===== src/design/stk_pkg.sv =====
`timescale 1ns / 1ps
`default_nettype none
// ----------------------------------------------------------------------------
// Segment top-k selector package
// Shared field widths, payload structures, controller states and the
// command and status bundles that pass between controller and datapath.
// ----------------------------------------------------------------------------
package stk_pkg;

    // Fixed field widths of the transfer payloads.
    localparam int SCORE_BITS    = 16;
    localparam int POSITION_BITS = 20;
    localparam int KEEP_BITS     = 5;

    // Reset value of the keep count register.
    localparam logic [KEEP_BITS-1:0] KEEP_RESET = KEEP_BITS'(8);

    // One score entry of a row.
    typedef struct packed {
        logic signed [SCORE_BITS-1:0] score;
        logic [POSITION_BITS-1:0]     position;
        logic                         row_last;
    } t_in_item;

    // One reported entry.
    typedef struct packed {
        logic [POSITION_BITS-1:0]     best_position;
        logic signed [SCORE_BITS-1:0] top_score;
        logic                         run_last;
    } t_out_item;

    // Controller states.
    typedef enum logic {
        ST_ACCEPT,
        ST_EMIT
    } t_state;

    // Commands from the controller to the datapath.
    typedef struct packed {
        logic accept;
        logic pop;
        logic pop_last;
    } t_dp_ctl;

    // Status from the datapath to the controller.
    typedef struct packed {
        logic out_free;
    } t_dp_stat;

endpackage : stk_pkg
`default_nettype wire


===== src/design/stk_datapath.sv =====
`timescale 1ns / 1ps
`default_nettype none
// ----------------------------------------------------------------------------
// Segment top-k selector datapath
// Sorted list of kept entries with parallel compare-and-shift insertion,
// pop towards the head for emission, fill count and output register.
// ----------------------------------------------------------------------------
module stk_datapath
    import stk_pkg::*;
#(
    parameter int KEEP_MAX = 16
) (
    input  wire logic                             i_clk,
    input  wire logic                             i_rst_n,
    input  wire t_in_item                         i_in_data,
    input  wire t_dp_ctl                          i_ctl,
    input  wire logic                             i_out_stall,
    output t_dp_stat                              o_stat,
    output logic [$clog2(KEEP_MAX + 1)-1:0]       o_fill_next,
    output logic                                  o_out_valid,
    output t_out_item                             o_out_data
);

    localparam int CNT_W = $clog2(KEEP_MAX + 1);

    // Kept entries, best first.
    logic signed [SCORE_BITS-1:0] r_score [KEEP_MAX];
    logic [POSITION_BITS-1:0]     r_pos   [KEEP_MAX];
    logic signed [SCORE_BITS-1:0] n_score [KEEP_MAX];
    logic [POSITION_BITS-1:0]     n_pos   [KEEP_MAX];
    logic [CNT_W-1:0]             r_fill;
    logic [CNT_W-1:0]             n_fill;
    logic                         r_out_valid;
    logic                         n_out_valid;
    t_out_item                    r_out;
    t_out_item                    n_out;

    // An entry is displaced when the new one ranks above it or it is unused.
    logic [KEEP_MAX-1:0] gt;
    logic [KEEP_MAX-1:0] take;

    genvar g;
    generate
        for (g = 0; g < KEEP_MAX; g++) begin : g_cell
            // Rank compare: higher score first, then lower position.
            always_comb begin
                gt[g] = (CNT_W'(g) < r_fill) &&
                        ((i_in_data.score > r_score[g]) ||
                         ((i_in_data.score == r_score[g]) &&
                          (i_in_data.position < r_pos[g])));
                take[g] = gt[g] || !(CNT_W'(g) < r_fill);
            end

            // Next value of this cell: insert, shift down, pop or hold.
            if (g == 0) begin : g_head
                always_comb begin
                    n_score[g] = r_score[g];
                    n_pos[g]   = r_pos[g];
                    if (i_ctl.accept && take[g]) begin
                        n_score[g] = i_in_data.score;
                        n_pos[g]   = i_in_data.position;
                    end else if (i_ctl.pop && (KEEP_MAX > 1)) begin
                        n_score[g] = r_score[(KEEP_MAX > 1) ? g + 1 : g];
                        n_pos[g]   = r_pos[(KEEP_MAX > 1) ? g + 1 : g];
                    end
                end
            end else begin : g_body
                always_comb begin
                    n_score[g] = r_score[g];
                    n_pos[g]   = r_pos[g];
                    if (i_ctl.accept && take[g]) begin
                        if (!take[g-1]) begin
                            n_score[g] = i_in_data.score;
                            n_pos[g]   = i_in_data.position;
                        end else begin
                            n_score[g] = r_score[g-1];
                            n_pos[g]   = r_pos[g-1];
                        end
                    end else if (i_ctl.pop && (g < KEEP_MAX - 1)) begin
                        n_score[g] = r_score[(g < KEEP_MAX - 1) ? g + 1 : g];
                        n_pos[g]   = r_pos[(g < KEEP_MAX - 1) ? g + 1 : g];
                    end
                end
            end
        end
    endgenerate

    // List payload registers.
    always_ff @(posedge i_clk) begin
        for (int i = 0; i < KEEP_MAX; i++) begin
            r_score[i] <= n_score[i];
            r_pos[i]   <= n_pos[i];
        end
    end

    // Fill count after an insertion; a full list stays full.
    assign o_fill_next = (r_fill == CNT_W'(KEEP_MAX)) ? r_fill : r_fill + CNT_W'(1);

    always_comb begin
        n_fill = r_fill;
        if (i_ctl.accept) begin
            n_fill = o_fill_next;
        end else if (i_ctl.pop_last) begin
            n_fill = '0;
        end
    end

    // Output register, loaded from the head of the list on each pop.
    always_comb begin
        n_out       = r_out;
        n_out_valid = r_out_valid;
        if (i_ctl.pop) begin
            n_out.best_position = r_pos[0];
            n_out.top_score     = r_score[0];
            n_out.run_last      = i_ctl.pop_last;
            n_out_valid         = 1'b1;
        end else if (!i_out_stall) begin
            n_out_valid = 1'b0;
        end
    end

    always_ff @(posedge i_clk) begin
        if (!i_rst_n) begin
            r_fill      <= '0;
            r_out_valid <= 1'b0;
        end else begin
            r_fill      <= n_fill;
            r_out_valid <= n_out_valid;
        end
    end

    always_ff @(posedge i_clk) begin
        r_out <= n_out;
    end

    assign o_stat.out_free = !r_out_valid || !i_out_stall;
    assign o_out_valid     = r_out_valid;
    assign o_out_data      = r_out;

    // Checks on the list bookkeeping.
    a_fill_bound: assert property (@(posedge i_clk) disable iff (!i_rst_n)
        r_fill <= CNT_W'(KEEP_MAX))
        else $error("Fill count exceeds list depth.");

    a_pop_nonempty: assert property (@(posedge i_clk) disable iff (!i_rst_n)
        i_ctl.pop |-> (r_fill != '0))
        else $error("Pop from an empty list.");

    a_last_clears: assert property (@(posedge i_clk) disable iff (!i_rst_n)
        i_ctl.pop_last |=> ((r_fill == '0) && r_out_valid && r_out.run_last))
        else $error("Final transfer of a row did not clear the list.");

endmodule : stk_datapath
`default_nettype wire


===== src/design/stk_ctrl.sv =====
`timescale 1ns / 1ps
`default_nettype none
// ----------------------------------------------------------------------------
// Segment top-k selector controller
// Holds the keep count register, sequences insertion and the emission of
// the kept entries at the end of each row.
// ----------------------------------------------------------------------------
module stk_ctrl
    import stk_pkg::*;
#(
    parameter int KEEP_MAX = 16
) (
    input  wire logic                          i_clk,
    input  wire logic                          i_rst_n,
    input  wire logic                          i_cfg_we,
    input  wire logic [KEEP_BITS-1:0]          i_cfg_data,
    input  wire logic                          i_in_valid,
    input  wire logic                          i_row_last,
    input  wire t_dp_stat                      i_stat,
    input  wire logic [$clog2(KEEP_MAX + 1)-1:0] i_fill_next,
    output logic                               o_in_stall,
    output t_dp_ctl                            o_ctl
);

    localparam int CNT_W = $clog2(KEEP_MAX + 1);

    t_state                r_state;
    t_state                n_state;
    logic [CNT_W-1:0]      r_left;
    logic [CNT_W-1:0]      n_left;
    logic [KEEP_BITS-1:0]  r_keep;
    logic [KEEP_BITS-1:0]  keep_min;
    logic [CNT_W-1:0]      keep_eff;
    logic [CNT_W-1:0]      emit_count;

    // Keep count register.
    always_ff @(posedge i_clk) begin
        if (!i_rst_n) begin
            r_keep <= KEEP_RESET;
        end else if (i_cfg_we) begin
            r_keep <= i_cfg_data;
        end
    end

    // Effective keep count: zero reads as one, large values saturate.
    always_comb begin
        keep_min = (r_keep == '0) ? KEEP_BITS'(1) : r_keep;
        if (32'(keep_min) > 32'(KEEP_MAX)) begin
            keep_eff = CNT_W'(KEEP_MAX);
        end else begin
            keep_eff = CNT_W'(keep_min);
        end
        emit_count = (i_fill_next < keep_eff) ? i_fill_next : keep_eff;
    end

    // Next state.
    always_comb begin
        n_state = r_state;
        unique case (r_state)
            ST_ACCEPT: begin
                if (i_in_valid && i_row_last) begin
                    n_state = ST_EMIT;
                end
            end
            ST_EMIT: begin
                if (i_stat.out_free && (r_left == CNT_W'(1))) begin
                    n_state = ST_ACCEPT;
                end
            end
            default: begin
                n_state = ST_ACCEPT;
            end
        endcase
    end

    // Outputs to the datapath and the input channel.
    always_comb begin
        o_in_stall     = 1'b1;
        o_ctl.accept   = 1'b0;
        o_ctl.pop      = 1'b0;
        o_ctl.pop_last = 1'b0;
        unique case (r_state)
            ST_ACCEPT: begin
                o_in_stall   = 1'b0;
                o_ctl.accept = i_in_valid;
            end
            ST_EMIT: begin
                o_ctl.pop      = i_stat.out_free;
                o_ctl.pop_last = i_stat.out_free && (r_left == CNT_W'(1));
            end
            default: begin
                o_in_stall = 1'b1;
            end
        endcase
    end

    // Remaining transfers of the current emission.
    always_comb begin
        n_left = r_left;
        if (o_ctl.accept && i_row_last) begin
            n_left = emit_count;
        end else if (o_ctl.pop) begin
            n_left = r_left - CNT_W'(1);
        end
    end

    always_ff @(posedge i_clk) begin
        if (!i_rst_n) begin
            r_state <= ST_ACCEPT;
            r_left  <= '0;
        end else begin
            r_state <= n_state;
            r_left  <= n_left;
        end
    end

    // Checks on the sequencing.
    a_emit_count: assert property (@(posedge i_clk) disable iff (!i_rst_n)
        (r_state == ST_EMIT) |-> (r_left != '0))
        else $error("Emission running with nothing left to send.");

    a_row_end: assert property (@(posedge i_clk) disable iff (!i_rst_n)
        (o_ctl.accept && i_row_last) |=> ((r_state == ST_EMIT) && (r_left != '0)))
        else $error("Row end did not start an emission.");

    a_emit_done: assert property (@(posedge i_clk) disable iff (!i_rst_n)
        o_ctl.pop_last |=> ((r_state == ST_ACCEPT) && (r_left == '0)))
        else $error("Emission did not finish after its final transfer.");

endmodule : stk_ctrl
`default_nettype wire


===== src/design/segment_top_k_selector.sv =====
`timescale 1ns / 1ps
`default_nettype none
// ----------------------------------------------------------------------------
// Segment top-k selector
// Keeps the best-scoring entries of each row and reports them best first.
// ----------------------------------------------------------------------------
// Usage:
// Score entries arrive on the input channel (valid/stall), one per transfer.
// Each is inserted into a sorted list of up to KEEP_MAX entries in the cycle
// of its transfer, so a row streams in at one entry per clock. Ranking is
// by higher score, then lower position.
// The entry marked row_last is inserted too; the block then stalls its input
// and sends min(fill, keep_count) results on the output channel, best first,
// one per cycle while the receiver does not stall, the last one flagged.
// The first result is presented once the controller has entered its emit
// state and the output register has been loaded from the head of the list.
// The input is stalled while the results of a row are sent. The output
// register lets a new row start while the final result is still waiting.
// A receiver stall holds the output register and pauses the emission.
// keep_count is written through i_cfg_we/i_cfg_data while idle; zero acts
// as one and values above KEEP_MAX saturate.
// Synchronous reset empties the list, drops any pending result and sets
// keep_count to eight.
// ----------------------------------------------------------------------------
module segment_top_k_selector
    import stk_pkg::*;
#(
    parameter int KEEP_MAX = 16
) (
    input  wire logic                  i_clk,
    input  wire logic                  i_rst_n,
    input  wire logic                  i_cfg_we,
    input  wire logic [KEEP_BITS-1:0]  i_cfg_data,
    input  wire logic                  i_in_valid,
    output logic                       o_in_stall,
    input  wire t_in_item              i_in_data,
    output logic                       o_out_valid,
    input  wire logic                  i_out_stall,
    output t_out_item                  o_out_data
);

    localparam int CNT_W = $clog2(KEEP_MAX + 1);

    t_dp_ctl          dp_ctl;
    t_dp_stat         dp_stat;
    logic [CNT_W-1:0] fill_next;

    // Sequencer and keep count register.
    stk_ctrl #(
        .KEEP_MAX (KEEP_MAX)
    ) u_ctrl (
        .i_clk       (i_clk),
        .i_rst_n     (i_rst_n),
        .i_cfg_we    (i_cfg_we),
        .i_cfg_data  (i_cfg_data),
        .i_in_valid  (i_in_valid),
        .i_row_last  (i_in_data.row_last),
        .i_stat      (dp_stat),
        .i_fill_next (fill_next),
        .o_in_stall  (o_in_stall),
        .o_ctl       (dp_ctl)
    );

    // Sorted list and output register.
    stk_datapath #(
        .KEEP_MAX (KEEP_MAX)
    ) u_datapath (
        .i_clk       (i_clk),
        .i_rst_n     (i_rst_n),
        .i_in_data   (i_in_data),
        .i_ctl       (dp_ctl),
        .i_out_stall (i_out_stall),
        .o_stat      (dp_stat),
        .o_fill_next (fill_next),
        .o_out_valid (o_out_valid),
        .o_out_data  (o_out_data)
    );

endmodule : segment_top_k_selector
`default_nettype wire


===== config.mk =====
export PLATFORM = sky130hd
export DESIGN_NAME = segment_top_k_selector
export DESIGN_NICKNAME = d
export VERILOG_FILES = /design/src/design/stk_pkg.sv /design/src/design/stk_datapath.sv /design/src/design/stk_ctrl.sv /design/src/design/segment_top_k_selector.sv
export SDC_FILE = /design/constraint.sdc
export NUM_CORES = 2
export LEC_CHECK = 0
export BUFFER_PORTS_ARGS = -buffer_cell sky130_fd_sc_hd__buf_2
export CORE_ASPECT_RATIO = 0.5
export CORE_MARGIN = 1
export CORE_UTILIZATION = 55
export CTS_BUF_LIST = sky130_fd_sc_hd__clkbuf_4
export DETAILED_ROUTE_END_ITERATION = 8
export PLACE_DENSITY = 0.79
export RECOVER_POWER = 50
export SETUP_SLACK_MARGIN = 0.4
export SLEW_MARGIN = 15
export SYNTH_ARGS = -nofsm -noshare
export SYNTH_HDL_FRONTEND = slang
export SYNTH_HIERARCHICAL = 1
export SYNTH_SLANG_ARGS = --single-unit

===== constraint.sdc =====
create_clock -name i_clk -period 7.14 [get_ports i_clk]
set_clock_uncertainty 0.15 [all_clocks]
set_input_delay 1.428 -clock i_clk [delete_from_list [all_inputs] [get_ports i_clk]]
set_output_delay 1.428 -clock i_clk [all_outputs]
set_load 0.01 [all_outputs]

Yosys cells after proc, flatten, opt, wreduce, memory -nomap -nowiden

Memories as Yosys holds them, arrays and structs flattened.
Cells that the tools add are included.

Output and inout port bits: 39
Bits in registers: 54
Bits of input ports: 47
Memories: 2
Bits in writable memories: 576
Logic and storage cells: 295

Mux-type cells: 108
Bitwise logic cells: 1
Reduce and logical (&&, ||, !) cells: 105
Add/subtract/negate cells: 2
Equal/unequal tests: 19
Order comparisons: 50

Memories:

| memory             | words | bits a word | rd ports | clocked after Yosys merged registers in | write ports | RTL line           | source |
|---|---|---|---|---|---|---|---|
| u_datapath.r_pos   | 16    | 20          | 16       | 0                                       | 16          | stk_datapath.sv:28 | `logic [POSITION_BITS-1:0] r_pos [KEEP_MAX];` |
| u_datapath.r_score | 16    | 16          | 16       | 0                                       | 16          | stk_datapath.sv:27 | `logic signed [SCORE_BITS-1:0] r_score [KEEP_MAX];` |

Operators with widths:

| kind                | count |
|---|---|
| $mux 20             | 46 |
| $mux 16             | 46 |
| $lt 20x20->1        | 16 |
| $eq 16x16->1        | 16 |
| $gt 16x16->1        | 16 |
| $logic_and 1x1->1   | 51 |
| $lt 4x5->1 const A  | 8 |
| $mux 5              | 8 |
| $logic_or 1x1->1    | 33 |
| $lt 3x5->1 const A  | 4 |
| $logic_not 1->1     | 18 |
| $lt 1x5->1 const A  | 2 |
| $lt 2x5->1 const A  | 2 |
| $mux 1              | 6 |
| $add 5x1->5 const B | 1 |
| $eq 5x1->1 const B  | 1 |
| $eq 5x5->1 const B  | 1 |
| $gt 5x5->1 const B  | 1 |
| $logic_not 5->1     | 1 |
| $lt 5x5->1          | 1 |
| $sub 5x1->5 const B | 1 |
| $reduce_bool 2->1   | 2 |
| $mux 2              | 1 |
| $ne 2x1->1 const B  | 1 |
| 2 further kinds     | 2 |

Depth between registers and ports, before layout

Word-level depth: 7
Mapped depth: 13
Depth with buffers taken out: 10

Modules after synthesis

Netlist, hierarchy kept.

Modules (own cells, without submodules):

| module       | area an instance (um^2) | instances | cells an instance | seq. area each (um^2) |
|---|---|---|---|---|
| stk_datapath | 44586.5                 | 1         | 4437              | 18527.8 |
| stk_ctrl     | 774.5                   | 1         | 89                | 220.2 |

Worst setup path before layout

OpenSTA, ideal clock, no wires.

Path kind: input port to flip-flop
Start point: input i_in_data[1] in the netlist's numbering
End point: memory u_datapath.r_pos[15][0], in the netlist u_datapath/r_pos[1][140], enable pin
Arrival time: 5464 ps
Setup slack: 1040 ps
Cell stages on the path: 10
Data required time: 6504 ps
Library setup time: 486 ps
Path buffers: 2
Cells stage by stage: buf_2 -> buf_2 -> nand2b_1 -> a21o_1 -> a21o_1 -> a21oi_1 -> nor3_1 -> nor4_1 -> nor4_1 -> o32ai_1

RTL lines:

| element     | RTL line                     | source |
|---|---|---|
| from (decl) | segment_top_k_selector.sv:36 | `input wire t_in_item i_in_data,` |
| to (decl)   | stk_datapath.sv:28           |  |

==> flow_summary.yaml <==
final_layout:
  layout-drive-gt1-share_pct: 8.36
  num-nets-final: 5236
  layout.cell_area.non_filler_um2: 48600
  final-instance-count-excl-fill: 5832
  areaGrowthSynthToFinish_pct: 7.21
setup_path:
  start_kind: "input pin"
  crit_required_ns: 7.74
  rrSetupSlack_ns: 1.49
  timing.reg2reg.worst_path_depth: 4
  kind_of_critical_path: "input pin to flop"
  crit_arrival_ns: 6.54
  timing.rr.start: "u_ctrl/r_state$_SDFF_PN0_"
  capturing_point_of_the_worst_reg2reg_path: "u_datapath/r_pos[1][146]$_DFFE_PP_"
  cp_max_fo: 32
  critPathCaptureType: "flop"
synthesis:
  dominantRegCellSynth: "edfxtp_1"
  yosysWarnings: 6
  postSynthCellCount: 4526
  synth_simple_gate_area_share_pct: 9.33
  synthArstFlopShare_pct: 0
  number_of_nets_in_the_synthesized_netlist: 5141
  syn_avg_cell_area_um2: 10.0
  synth_edf_count: 613
  muxShareOfSynthArea_pct: 13.8
  synth.yosys.seq_area_share_pct: 41.3
  largest_family_of_logic_cells_by_synthesized_area: "adder cells"
  synth_fa_ha_area_share_pct: 15.7
  yosys.area_share.xor_xnor_pct: 0.116
  post_synth_num_cell_types: 84
  synth_compound_gate_area_share_pct: 12.8
  synthesis.area_um2: 45400
  synth-seq-cells: 630
clocking:
  clk_root_buffer_cell: "clkbuf_4"
  clock-sinks: 630
  latest_clock_arrival_within_the_worst_skew_pair_ns: 1.08
  cts.clk_slew.worst_paths_ns: 0.06
  cts-htree-levels: 4
  cts_setup_buffers: 0
  tritoncts: "yes"
  cts_buffer_depth: 3
  ctsResizeCount: 0
  cts_inserted_buffers: 157
  hold_buf_cts: 0
timing:
  period_share_pct: 83.2
  worst_slew_pin_slew_ns: 2.41
  slew_violations: 191
  number_of_failing_setup_endpoints_in_the_final_timing_report: 0
  max_clk_rate_mhz: 168
  postLayoutSetupSlackWorst_ns: 1.20
  period_needed_ns: 5.94
  rsz_0062_raised_after_global_routing: "no"
  relSlewSlack_pct: -61.0
  fin_tns_setup_ns: 0
  timing_hold_violations_final: 0
global_route:
  track_usage_pct: 27.7
  grt_max_degree: 74
  globalRouteMet3Util_pct: 4.62
  grtUsageMet2_pct: 42.7
  grt_antenna_before_repair: 5
  grt_pass1_vias: 35600
  grt.overflow.total: 0
  grt.busiest_layer: "met2"
  grt_first_pass_wirelength_mm: 187
  globalRouteMet1Util_pct: 39.8
job:
  drv_cap: 7
routing:
  route.detailed.wl_per_inst_um: 20.2
  route.detailed.vias_per_inst: 6.15
  drtIter0Drc: 3562
  detail_route.drc_violations: 0
  first_pass_iteration_count_of_the_detailed_router: 6
  route.antenna.remaining_nets: 0
  routed_wirelength_mm: 118
  routed-via-count: 35900
placed_design:
  placed_area_um2: 46800
  pre_cts_ws_ns: 1.18
  final_estimated_routing_congestion_in_global_placement: 0.876
  placed_cells: 5564
  post-dp-hpwl_mm: 85.5
  place.port_buffers: 85
power:
  max-vdd-ir-drop_mv: 0.164
  power_leakage_uw: 0.0217
  power_density_nw_per_um2: 235
  finalPower_uw: 11400
worst_hold_path:
  holdPathStages: 0
  hold-path-endpoint: "u_datapath/o_out_data[29]$_DFFE_PP_"
  min-delay-path-class: "flop to flop"
  hold_path.startpoint: "u_datapath/r_pos[0][12]$_DFFE_PP_"
die:
  fp.dieW_um: 408
  die_height_um: 205
  io_pins: 86
  total_die_area_um2: 83700
  initial_utilization_pct: 55.5
  placementRows: 74
  core-area_um2: 81700
status:
  run_status: "finished with violations"
  violated_checks: "max-capacitance violations, max-slew violations"
==> stage by stage <==
step                hold slack (ns)  utilization [%]
finish                        0.333             59.6
global route                  0.345             59.6
CTS                           0.322             59.7
detailed placement            0.318             57.4
global placement              0.315             57.4
floorplan                     0.300                -
==> power by group <==
part / internal, µW / switching (µW)
clock: 1540 / 1600
sequential: 4860 / 440
combinational: 1130 / 1830
==> synth_stat cells, types with 9 or more instances <==
| master | number | area, µm² |
|---|---|---|
| and4_1 | 9 | 78.8 |
| dfxtp_1 | 17 | 340 |
| a2111oi_0 | 9 | 78.8 |
| nand2b_1 | 31 | 194 |
| o21ai_1 | 79 | 395 |
| a31oi_1 | 12 | 75.1 |
| a211o_1 | 9 | 78.8 |
| nand3_1 | 37 | 185 |
| o31ai_1 | 9 | 67.6 |
| nand4_1 | 96 | 601 |
| and3_1 | 9 | 56.3 |
| edfxtp_1 | 613 | 18400 |
| buf_2 | 57 | 285 |
| inv_1 | 571 | 2140 |
| ha_1 | 568 | 7110 |
| mux2_1 | 31 | 349 |
| or4_1 | 9 | 67.6 |
| buf_4 | 9 | 67.6 |
| nor4_1 | 18 | 113 |
| nand2_1 | 449 | 1690 |
| a211oi_1 | 26 | 195 |
| nor2_1 | 148 | 556 |
| a21o_1 | 88 | 661 |
| o211ai_1 | 23 | 173 |
| clkbuf_1 | 126 | 473 |
| mux2i_1 | 574 | 5750 |
| nor2b_1 | 35 | 219 |
| a21oi_1 | 324 | 1620 |
| buf_6 | 13 | 146 |
| nor3_1 | 23 | 115 |
| mux2_2 | 15 | 169 |
| o21ai_0 | 358 | 1790 |
==> metal layers <==
layer | vias up | wire (µm)
met4 | 4 | 1800
met1 | 17500 | 53600
li1 | 16700 | -
met3 | 133 | 10600
met2 | 1623 | 51900
met5 | - | 56
==> worst max path at each step <==
stage	from	endpoint	slack, ns	cells after the start
after floorplan	i_in_data[1]	u_datapath/r_pos[1][140]$_DFFE_PP_	1.04	10
after global placement	i_in_data[31]	u_datapath/r_pos[0][0]$_DFFE_PP_	1.46	11
after detailed placement	i_in_data[32]	u_datapath/r_pos[0][0]$_DFFE_PP_	1.18	11
after CTS	i_in_data[32]	u_datapath/r_pos[0][0]$_DFFE_PP_	2.33	11
after global routing	i_in_data[32]	u_datapath/r_pos[1][83]$_DFFE_PP_	1.05	10
final	i_in_data[32]	u_datapath/r_pos[1][86]$_DFFE_PP_	1.20	10
==> placed cells by master (no fill, tap or decap), types with 27 or more instances in the layout <==
| cell type | count |
|---|---|
| nand2_1 | 449 |
| mux2_1 | 31 |
| nor2b_1 | 35 |
| nand4_1 | 96 |
| nand3_1 | 37 |
| ha_1 | 568 |
| mux2i_1 | 574 |
| buf_4 | 45 |
| buf_2 | 43 |
| clkbuf_4 | 223 |
| o21ai_0 | 406 |
| clkbuf_1 | 46 |
| inv_1 | 572 |
| clkinv_1 | 27 |
| nor2_1 | 148 |
| edfxtp_1 | 613 |
| a21o_1 | 88 |
| a21oi_1 | 324 |
| o21ai_1 | 27 |
==> final cells by class <==
class,count,area (µm²)
Fill cell,6645,33000
Multi-Input combinational cell,3116,23700
Sequential cell,630,18700
Inverter,572,2150
Clock buffer,223,1670
Tap cell,1102,1380
Timing Repair Buffer,144,776
Clock inverter,41,246
Antenna cell,4,10.0
==> critical path: stages <==
cell      delay, ns
clkbuf_1       1.23
ha_1           0.37
nand4_1        0.30
or4_1          0.66
nand2_1        0.11
mux2i_1        0.20
nor2_4         0.59
clkbuf_1       1.19
mux2i_1        0.29
o21ai_0        0.11
==> logic make-up after synthesis <==
logic type | Yosys count
DFF | 630
muxes | 620
AOI/OAI and AO/OA | 1009
adders and majority gates | 568
and+or+nand+nor | 913
buffers and inverters | 780
xor gates and xnor gates | 6
==> sequential cells by signal, indices dropped and copies added, names as in the netlist <==
name and flops:
u_ctrl/r_left 5, u_ctrl/r_keep 5, u_datapath/o_out_valid 1, u_datapath/r_fill 5, u_datapath/o_out_data 37, u_datapath/r_pos 320
u_ctrl/r_state 1, u_datapath/r_score 256
Note: power is estimated with default switching activity, not from simulation.
